`config.mk`:
```
export PLATFORM = sky130hd
export DESIGN_NAME = multichannel_stereo_mixer_core
export DESIGN_NICKNAME = d
export VERILOG_FILES = /design/src/rtl/msmix_pkg.sv /design/src/rtl/msmix_chan.sv /design/src/rtl/multichannel_stereo_mixer_core.sv
export VERILOG_INCLUDE_DIRS = /design/src /design/src/rtl
export SDC_FILE = /design/constraint.sdc
export NUM_CORES = 2
export LEC_CHECK = 0
export BUFFER_PORTS_ARGS = -buffer_cell sky130_fd_sc_hd__buf_2
export CORE_ASPECT_RATIO = 1.25
export CORE_MARGIN = 1.5
export CORE_UTILIZATION = 45
export CTS_CLUSTER_DIAMETER = 100
export DETAILED_ROUTE_END_ITERATION = 10
export SETUP_SLACK_MARGIN = 0.1
export SLEW_MARGIN = 20
export SYNTH_ARGS = -nofsm -noshare
export SYNTH_HDL_FRONTEND = slang
export SYNTH_SLANG_ARGS = --single-unit
```
`constraint.sdc`:
```
create_clock -name aclk -period 7.9 [get_ports aclk]
set_clock_uncertainty 0.2 [all_clocks]
set_input_delay 1.58 -clock aclk [delete_from_list [all_inputs] [get_ports aclk]]
set_output_delay 1.58 -clock aclk [all_outputs]
set_load 0.03 [all_outputs]
```
`src/rtl/multichannel_stereo_mixer_core_defines.svh`:
```
// Assertion helpers shared by the mixer RTL.
`ifndef MULTICHANNEL_STEREO_MIXER_CORE_DEFINES_SVH
`define MULTICHANNEL_STEREO_MIXER_CORE_DEFINES_SVH

// same-cycle implication
`define MSMIX_ASSERT_SAME(label, cond, prop, msg) \
    label: assert property (@(posedge aclk) disable iff (!aresetn) (cond) |-> (prop)) \
        else $error(msg);

// next-cycle implication
`define MSMIX_ASSERT_NEXT(label, cond, prop, msg) \
    label: assert property (@(posedge aclk) disable iff (!aresetn) (cond) |=> (prop)) \
        else $error(msg);

`endif

```
`src/rtl/msmix_pkg.sv`:
```
package msmix_pkg;

    typedef enum logic [0:0] {
        OP_MIX   = 1'b0,
        OP_FLUSH = 1'b1
    } op_t;

    typedef enum logic [1:0] {
        REG_MASTER_VOLUME = 2'd0,
        REG_OUT_8BIT      = 2'd1,
        REG_MONO_OUT      = 2'd2
    } reg_idx_t;

    typedef struct packed {
        logic mix_en;
        logic flush_en;
        logic is_8bit;
    } chan_ctl_t;

    localparam logic [8:0]        MASTER_VOL_RESET = 9'd256;
    localparam logic signed [15:0] SAMPLE_MAX      = 16'sh7fff;
    localparam logic signed [15:0] SAMPLE_MIN      = 16'sh8000;
    localparam logic [7:0]        U8_OFFSET        = 8'd128;

endpackage

```
`src/rtl/msmix_chan.sv`:
```
`include "multichannel_stereo_mixer_core_defines.svh"

module msmix_chan #(
    parameter int ACC_WIDTH = 32
) (
    input  logic                    aclk,
    input  logic                    aresetn,
    input  msmix_pkg::chan_ctl_t    ctl,
    input  logic signed [15:0]      sample,
    input  logic [7:0]              vol,
    input  logic [8:0]              master_volume,
    input  logic                    out_8bit,
    output logic signed [15:0]      result
);

    logic signed [ACC_WIDTH-1:0]  acc_reg;
    logic signed [ACC_WIDTH-1:0]  acc_next;
    logic signed [ACC_WIDTH-1:0]  delta;

    logic signed [7:0]            s8;
    logic signed [8:0]            vol16;
    logic signed [8:0]            vol8;
    logic signed [24:0]           p16;
    logic signed [16:0]           p8;
    logic signed [15:0]           d16;

    logic signed [ACC_WIDTH+9:0]  prod;
    logic signed [ACC_WIDTH+1:0]  scaled;
    logic                         fits;
    logic signed [15:0]           clamped;
    logic [7:0]                   u8_val;

    // voice contribution
    always_comb begin
        s8    = sample[7:0];
        vol16 = $signed({1'b0, vol});
        vol8  = $signed({1'b0, vol[7:3], 3'b000});
        p16   = sample * vol16;
        p8    = s8 * vol8;
        d16   = p16[23:8];
        if (ctl.is_8bit) begin
            delta = {{(ACC_WIDTH-17){p8[16]}}, p8};
        end else begin
            delta = {{(ACC_WIDTH-16){d16[15]}}, d16};
        end
    end

    always_comb begin
        acc_next = acc_reg;
        if (ctl.flush_en) begin
            acc_next = '0;
        end else if (ctl.mix_en) begin
            acc_next = acc_reg + delta;
        end
    end

    always_ff @(posedge aclk) begin
        if (!aresetn) begin
            acc_reg <= '0;
        end else begin
            acc_reg <= acc_next;
        end
    end

    // master gain, floor shift, clip, optional unsigned 8-bit conversion
    always_comb begin
        prod    = acc_reg * $signed({1'b0, master_volume});
        scaled  = prod[ACC_WIDTH+9:8];
        fits    = (&scaled[ACC_WIDTH+1:15]) | ~(|scaled[ACC_WIDTH+1:15]);
        if (fits) begin
            clamped = scaled[15:0];
        end else if (scaled[ACC_WIDTH+1]) begin
            clamped = msmix_pkg::SAMPLE_MIN;
        end else begin
            clamped = msmix_pkg::SAMPLE_MAX;
        end
        u8_val = clamped[15:8] + msmix_pkg::U8_OFFSET;
        if (out_8bit) begin
            result = $signed({8'h00, u8_val});
        end else begin
            result = clamped;
        end
    end

    `MSMIX_ASSERT_NEXT(a_flush_clears_acc, ctl.flush_en, acc_reg == '0, "accumulator not cleared by flush")
    `MSMIX_ASSERT_NEXT(a_acc_holds_idle, !ctl.flush_en && !ctl.mix_en, $stable(acc_reg), "accumulator moved without an item")

endmodule

```
`src/rtl/multichannel_stereo_mixer_core.sv`:
```
// Stereo voice mixer. Mix items (s_op = 0) add one scaled voice sample to a
// left and a right accumulator; a flush item (s_op = 1) applies the master
// volume, clips to signed 16 bits (or converts to unsigned 8 bits), emits one
// result item and clears both accumulators. One item is taken every cycle
// unless a flush is stalled: an item lands in and is processed in the input
// register (accumulate, or gain and clip into the output register), so a
// flush reaches m_ through both registers. A flush waits in the input register only
// while an earlier result is still held in the output register and not taken.
// Registers via APB: 0x0 master_volume (9 bits, 256 = unity), 0x4 out_8bit,
// 0x8 mono_out (right output forced to zero); write them only while idle.
`include "multichannel_stereo_mixer_core_defines.svh"

module multichannel_stereo_mixer_core #(
    parameter int ACC_WIDTH = 32
) (
    input  logic               aclk,
    input  logic               aresetn,

    input  logic               psel,
    input  logic               penable,
    input  logic               pwrite,
    input  logic [3:0]         paddr,
    input  logic [31:0]        pwdata,
    output logic [31:0]        prdata,
    output logic               pready,

    input  logic               s_valid,
    output logic               s_ready,
    input  logic               s_op,
    input  logic               s_sample_is_8bit,
    input  logic signed [15:0] s_sample,
    input  logic [7:0]         s_left_vol,
    input  logic [7:0]         s_right_vol,

    output logic               m_valid,
    input  logic               m_ready,
    output logic signed [15:0] m_out_left,
    output logic signed [15:0] m_out_right
);

    logic [8:0]                master_volume_reg;
    logic                      out_8bit_reg;
    logic                      mono_out_reg;
    logic                      cfg_wr;

    logic                      in_valid_reg;
    logic                      in_valid_next;
    msmix_pkg::op_t            in_op_reg;
    logic                      in_is8_reg;
    logic signed [15:0]        in_sample_reg;
    logic [7:0]                in_left_vol_reg;
    logic [7:0]                in_right_vol_reg;

    logic                      m_valid_reg;
    logic                      m_valid_next;
    logic signed [15:0]        m_out_left_reg;
    logic signed [15:0]        m_out_right_reg;

    logic                      out_free;
    logic                      advance;
    msmix_pkg::chan_ctl_t      ctl;
    logic signed [15:0]        left_result;
    logic signed [15:0]        right_result;

    // configuration
    assign pready = 1'b1;
    assign cfg_wr = psel && penable && pwrite;

    always_ff @(posedge aclk) begin
        if (!aresetn) begin
            master_volume_reg <= msmix_pkg::MASTER_VOL_RESET;
            out_8bit_reg      <= 1'b0;
            mono_out_reg      <= 1'b0;
        end else if (cfg_wr) begin
            case (paddr[3:2])
                msmix_pkg::REG_MASTER_VOLUME: master_volume_reg <= pwdata[8:0];
                msmix_pkg::REG_OUT_8BIT:      out_8bit_reg      <= pwdata[0];
                msmix_pkg::REG_MONO_OUT:      mono_out_reg      <= pwdata[0];
                default: ;
            endcase
        end
    end

    always_comb begin
        case (paddr[3:2])
            msmix_pkg::REG_MASTER_VOLUME: prdata = {23'd0, master_volume_reg};
            msmix_pkg::REG_OUT_8BIT:      prdata = {31'd0, out_8bit_reg};
            msmix_pkg::REG_MONO_OUT:      prdata = {31'd0, mono_out_reg};
            default:                      prdata = '0;
        endcase
    end

    // handshake
    assign out_free = !m_valid_reg || m_ready;
    assign advance  = in_valid_reg && ((in_op_reg == msmix_pkg::OP_MIX) || out_free);
    assign s_ready  = !in_valid_reg || advance;

    always_comb begin
        ctl.mix_en   = in_valid_reg && (in_op_reg == msmix_pkg::OP_MIX);
        ctl.flush_en = in_valid_reg && (in_op_reg == msmix_pkg::OP_FLUSH) && out_free;
        ctl.is_8bit  = in_is8_reg;
    end

    always_comb begin
        in_valid_next = in_valid_reg;
        if (s_valid && s_ready) begin
            in_valid_next = 1'b1;
        end else if (advance) begin
            in_valid_next = 1'b0;
        end
    end

    always_comb begin
        m_valid_next = m_valid_reg;
        if (ctl.flush_en) begin
            m_valid_next = 1'b1;
        end else if (m_ready) begin
            m_valid_next = 1'b0;
        end
    end

    always_ff @(posedge aclk) begin
        if (!aresetn) begin
            in_valid_reg <= 1'b0;
            m_valid_reg  <= 1'b0;
        end else begin
            in_valid_reg <= in_valid_next;
            m_valid_reg  <= m_valid_next;
        end
    end

    always_ff @(posedge aclk) begin
        if (s_valid && s_ready) begin
            in_op_reg        <= msmix_pkg::op_t'(s_op);
            in_is8_reg       <= s_sample_is_8bit;
            in_sample_reg    <= s_sample;
            in_left_vol_reg  <= s_left_vol;
            in_right_vol_reg <= s_right_vol;
        end
        if (ctl.flush_en) begin
            m_out_left_reg  <= left_result;
            m_out_right_reg <= mono_out_reg ? 16'sd0 : right_result;
        end
    end

    msmix_chan #(
        .ACC_WIDTH     (ACC_WIDTH)
    ) u_left (
        .aclk          (aclk),
        .aresetn       (aresetn),
        .ctl           (ctl),
        .sample        (in_sample_reg),
        .vol           (in_left_vol_reg),
        .master_volume (master_volume_reg),
        .out_8bit      (out_8bit_reg),
        .result        (left_result)
    );

    msmix_chan #(
        .ACC_WIDTH     (ACC_WIDTH)
    ) u_right (
        .aclk          (aclk),
        .aresetn       (aresetn),
        .ctl           (ctl),
        .sample        (in_sample_reg),
        .vol           (in_right_vol_reg),
        .master_volume (master_volume_reg),
        .out_8bit      (out_8bit_reg),
        .result        (right_result)
    );

    assign m_valid     = m_valid_reg;
    assign m_out_left  = m_out_left_reg;
    assign m_out_right = m_out_right_reg;

    `MSMIX_ASSERT_NEXT(a_flush_reaches_out, ctl.flush_en, m_valid_reg, "flushed frame not presented")
    `MSMIX_ASSERT_SAME(a_mono_right_zero, m_valid_reg && mono_out_reg, m_out_right_reg == 16'sd0, "right output not zero in mono mode")
    `MSMIX_ASSERT_SAME(a_u8_range, m_valid_reg && out_8bit_reg, m_out_left_reg[15:8] == 8'h00, "8-bit output out of range")
    `MSMIX_ASSERT_NEXT(a_flush_blocked_holds, in_valid_reg && !ctl.mix_en && !out_free, in_valid_reg, "blocked flush item dropped")

endmodule
```
[After elaboration in Yosys (flattened, before gate mapping)]
Cells that the tools add are included.
Operators by class
  add/subtract/negate cells: 4
  multipliers: 6
  div/mod/pow operators: 0
  order comparisons: 0
  equal/unequal tests: 2
  shifts and indexed selects: 0
  muxes and demuxes: 13
  bitwise operators: 6
  reduce and logical (&&, ||, !) cells: 24
Operators with widths (number)
  multiplier 32 x 10 -> 42 bit: 2
  adder 32 bit: 2
  two-way mux 16 bit: 4
  two-way mux 32 bit: 2
  multiplier 16 x 9 -> 24 bit: 2
  AND reduction 19 bit: 2
  OR reduction 19 bit: 2
  multiplier 8 x 6 -> 14 bit: 2
  one-hot mux 9 bit (3 select lines): 1
  adder 8 bit, second input constant: 2
  two-way mux 8 bit: 2
  logical AND 1 bit: 7
  AND reduction 2 bit: 3
  two-way mux 1 bit: 4
  NOT 1 bit: 4
  nonzero test 2 bit: 2
  OR reduction 2 bit: 2
  logical OR 1 bit: 3
  equality test 2 x 1 -> 1 bit, second input constant: 1
  equality test 2 bit, second input constant: 1
  logical NOT 1 bit: 2
  logical NOT 2 bit: 1
  OR 1 bit: 2
Word-level totals
  flip-flop bits (word level): 143
  latch bits: 0
  memory bits (writable): 0
  memory bits (read-only): 0
  bits of input ports: 77
  memories kept: 0

[Longest topological paths before layout]
  word-level depth: 7
  depth in mapped cells: 35

[By module]
A second synthesis with hierarchy kept.
Second synthesis, totals
  cells, all modules: 4493
  area total of the unflattened synthesis: 39261.4 um^2
Modules (own cells, without submodules)
  msmix_chan (u_left): instances 1, cells each 2195, area an instance 18470.2 um^2
  msmix_chan (u_right): instances 1, cells each 2115, area an instance 17878.4 um^2
  multichannel_stereo_mixer_core: instances 1, cells each 183, area an instance 2912.8 um^2

[Least setup slack after synthesis]
Ideal clock, no wire load.
  path kind: flip-flop to flip-flop
  start: reg in_sample_reg[5]
  end: reg u_left.acc_reg[31]
  setup time: 0.128 ns
  arrival: 7.591 ns
  required time: 7.572 ns
  setup slack: -0.018 ns
  stages on the path, launching flop included: 35
  path buffers: 1
  cell sequence: edfxtp_1 -> clkbuf_1 -> and2_1 -> fa_1 -> inv_1 -> fa_1 -> inv_1 -> fa_1 -> inv_1 -> fa_1 -> inv_1 -> ha_1 -> or3_1 -> o22a_1 -> a31oi_1 -> o211ai_1 -> a41oi_1 -> nor2b_1 -> o21a_1 -> nor2_1 -> xor2_1 -> o21ai_0 -> ha_1 -> a21o_1 -> a21o_1 -> a2111oi_0 -> o32ai_1 -> o21ai_0 -> a31oi_1 -> a41oi_1 -> a21oi_1 -> and4_1 -> nor3_1 -> xnor2_1 -> nor2_1
Between the ends
  word-level cells in the longest chain between the ends: 3
  elaborated cells between the ends (all ways): 4
  those cells by class: add/sub: 1; mul: 2; mux: 1
Ends and longest elaborated chain
  start: declaration: line multichannel_stereo_mixer_core.sv:50  | logic signed [15:0] in_sample_reg;
  start signal: assignment: line multichannel_stereo_mixer_core.sv:136  | in_sample_reg <= s_sample;
  multiplier 16 x 9 -> 24 bit or multiplier 8 x 6 -> 14 bit (tied branches): line msmix_chan.sv:38, msmix_chan.sv:39
  two-way mux 32 bit (*): line msmix_chan.sv:41  | if (ctl.is_8bit) begin
  adder 32 bit (*): line msmix_chan.sv:53  | acc_next = acc_reg + delta;
  end signal: assignment: line msmix_chan.sv:61  | acc_reg <= acc_next;
  end: declaration: line msmix_chan.sv:16  | logic signed [ACC_WIDTH-1:0] acc_reg;
Every way passes the cells marked *; elsewhere a longest branch is shown, timed or not.
A chain may end at the register's enable or synchronous reset.

[Worst setup path in the final report]
Same ends and word-level chain as after synthesis.

==> metrics.txt <==
outcome=finished, final reports clean; FF+latch area=0.00355 mm²; first-pass GRT wire length=164 mm; Startpoint Class=flip-flop; fin util=51.1%; EDFF count, synth=66; Fillers=8215; crit path DAT=7.84 ns; H-Tree Level Count=4; Final min period=7.68 ns; Sw Pwr=4.48 mW; die width=267 µm; drc violations=0; Slew HR=37.0%; most frequent cell on the critical path=fa_1; Initial Utilization=45.6%; drt initial violations=1522; hpwl dp=81.2 mm; Routed WL=97.6 mm; Worst setup EP type=flip-flop; Worst R2R Path Depth=33; worst skew pair latency=0.50 ns; diode count=0; global router's overall resource usage=22.9%; Pwr Total=9.37 mW; Core Area=0.0860 mm²; ys flop type=dfxtp_1; critical path fanouts, max=3; largest area contributor in the netlist=fa_1; layout cells sized above 1=12.5%; Layout area overhead=12.1%; sequential share of the synthesized area=8.98%; WHS=0.374 ns; reg-to-reg endpoint=u_left.acc_reg[31]; Area contributors post-synth=fa_1, ha_1, inv_1; Max Slew Vio Count=0; clk sink count=143; CTS tree=built; Post-Place Cell Area=0.0428 mm²; post-synthesis cell type count=88; Worst Setup EP=u_left.acc_reg[31]; antenna viol nets, final=0; HP Class=reg -> reg; Power Dens Cells=213 mW/mm²; P_int=4.88 mW; Placer Congestion=0.883; R2R Path Start=in_sample_reg[5]; drt via density=5.13; sequential share of power=12.8%; clock buffer count from CTS=17; Final #Nets=5949; die height=333 µm; final hold vios=0; share of synthesized flip-flops with an asynchronous set or reset=0%; Data required, critical path=8.06 ns; DR WL/cell=16.3 µm; Worst Tran Pin Value=0.940 ns; total leakage power=23.2 nW; CTS root buffer=clkbuf_16; f_max=130 MHz; Synth top area share=35.6%; crit path from=in_sample_reg[5]; Clock power frac=9.1%; Yosys reg bits=143; total number of vias=30800; combinational share of power=78.2%; final instance area=0.0440 mm²; Setup Crit Path Kind=reg -> reg; syn_area_per_cell=8.54 µm²; Ys Warns=0; Buffers on Ports=94; Synth Cell Area=0.0392 mm²; setup violators final=0; Setup WS post-layout=0.222 ns; clk slew on worst S/H paths=0.07 ns; Die Footprint=0.0890 mm²; slowest CP cell=fa_1; buffer levels on the longest clock path=2; grt ovf=0; Register-to-Register Setup Slack=0.22 ns; pin count of the biggest net entering global routing=69; Syn Inst Count=4595; # IOs=144; Rows=120; initial antenna violation count=1; sw frac=47.9%; unrepaired setup endpoints after global routing=yes; Post-Place Worst Slack=-0.268 ns; max-cap violations=0; area occupied by multi-input gates=0.0320 mm²; slowest stage delay, CP=0.50 ns; vias in the first global route=32500; period utilization=97.2%; DR pass1 iterations=5; Worst IR Drop VDD=0.169 mV
==> logic make-up after synthesis <==
group           count (synthesis)  synth area share [%]
simple gates                 1482                  18.8
buf+inv                      1110                  10.9
fa+ha+maj                    1050                  46.8
compound gates                630                  10.4
xor+xnor                      156                  3.52
flops                         143                  8.98
mux                            22                 0.568
other cells                     2                0.0191
==> stage by stage <==
stage,setup TNS [ns],std cells
final,0,5994
after global routing,-0.627,5994
after CTS,0,5981
after detailed placement,-0.828,5941
after global placement,-0.584,5941
after floorplan,0,4617
==> synthesized netlist by cell type (all sizes together), types with 5 or more instances <==
cell / n
nor4: 7
buf: 69
or3: 14
nor3b: 5
a22o: 8
nor4b: 7
o21bai: 18
ha: 352
xnor2: 106
inv: 865
a211oi: 20
a2111oi: 8
mux2i: 20
nor3: 58
and2: 429
nand2: 646
o31a: 6
a31oi: 27
a21oi: 203
a21o: 77
nand3: 56
and4: 5
nor2: 118
a31o: 5
o221ai: 9
o21ai: 127
nor2b: 24
o21a: 23
clkbuf: 176
nand3b: 6
a21boi: 19
a311oi: 6
fa: 698
nand2b: 20
o31ai: 13
xor2: 49
o211ai: 11
nand4: 26
dfxtp: 77
edfxtp: 66
a211o: 9
a221oi: 6
or2: 13
and3: 33
==> layout by cell type (no fill, tap or decap), types with 18 or more instances in the layout <==
| cell type | Yosys | layout |
|---|---|---|
| a21boi_0 | 19 | 18 |
| fa_1 | 698 | 693 |
| o21bai_1 | 18 | 18 |
| nor3_1 | 58 | 54 |
| edfxtp_1 | 66 | 66 |
| a21o_1 | 77 | 77 |
| mux2i_1 | 20 | 19 |
| ha_1 | 352 | 342 |
| nand4_1 | 25 | 25 |
| nor2_1 | 118 | 115 |
| and3_1 | 31 | 29 |
| nand2b_1 | 20 | 18 |
| buf_4 | 24 | 321 |
| conb_1 | 2 | 24 |
| o21ai_1 | 11 | 22 |
| nand2_1 | 646 | 643 |
| and2_1 | 429 | 427 |
| o21ai_0 | 114 | 98 |
| inv_1 | 865 | 857 |
| a21oi_1 | 201 | 187 |
| nand3_1 | 54 | 53 |
| xor2_1 | 49 | 49 |
| buf_2 | 7 | 94 |
| a31oi_1 | 27 | 20 |
| nor2b_1 | 24 | 22 |
| xnor2_1 | 106 | 105 |
| dfxtp_1 | 77 | 62 |
| o21a_1 | 23 | 23 |
==> layer usage <==
metal,global-route usage [%],wire (µm)
met1,30.4,43800
met2,39.2,47400
met3,2.86,4280
met4,5.83,2080
met5,0,0
==> worst min-delay path by stage <==
stage,cells past startpoint,slack [ns],start,to
after global placement,2,0.34,u_left.acc_reg[29],u_left.acc_reg[29]
after global routing,2,0.40,u_left.acc_reg[29],u_left.acc_reg[29]
after floorplan,2,0.31,u_left.acc_reg[0],u_left.acc_reg[0]
after detailed placement,2,0.37,u_left.acc_reg[29],u_left.acc_reg[29]
after CTS,2,0.38,u_left.acc_reg[29],u_left.acc_reg[29]
final,2,0.37,u_left.acc_reg[29],u_left.acc_reg[29]
==> power groups by stage <==
stage               logic, mW  registers (mW)  clock network [mW]
floorplan                4.71            1.10                   0
global placement         6.82            1.21                   0
detailed placement       6.90            1.21                   0
CTS                      7.08            1.19               0.867
global route             8.25            1.21               0.891
finish                   7.32            1.20               0.848
==> critical path: cells and delay by family, from the launching register on <==
family                   cells  cell delay [ns]
AO/OA/AOI/OAI               13             2.40
flip-flops                   1             0.45
adder cells (fa/ha/maj)      6             2.53
buffers and inverters        4             0.19
XOR/XNOR                     2             0.38
AND/OR/NAND/NOR              8             1.40
==> what timing repair did <==
item	CTS	global route
pin swaps	18	79
hold buffers	0	0
setup buffers	8	12
resized for setup	26	99
gates cloned	0	1
hold endpoints to repair	0	0
setup endpoints to repair	9	52
==> cell type report <==
type | instances | area share (%)
clock inverters | 14 | 0.310
flip-flops and latches | 143 | 8.08
inverters | 865 | 7.38
multi-input cells | 3364 | 72.8
well taps | 1159 | 3.30
repair buffers | 431 | 7.17
clock buffers | 18 | 0.998
No activity file was read; power rests on OpenSTA's default activity.
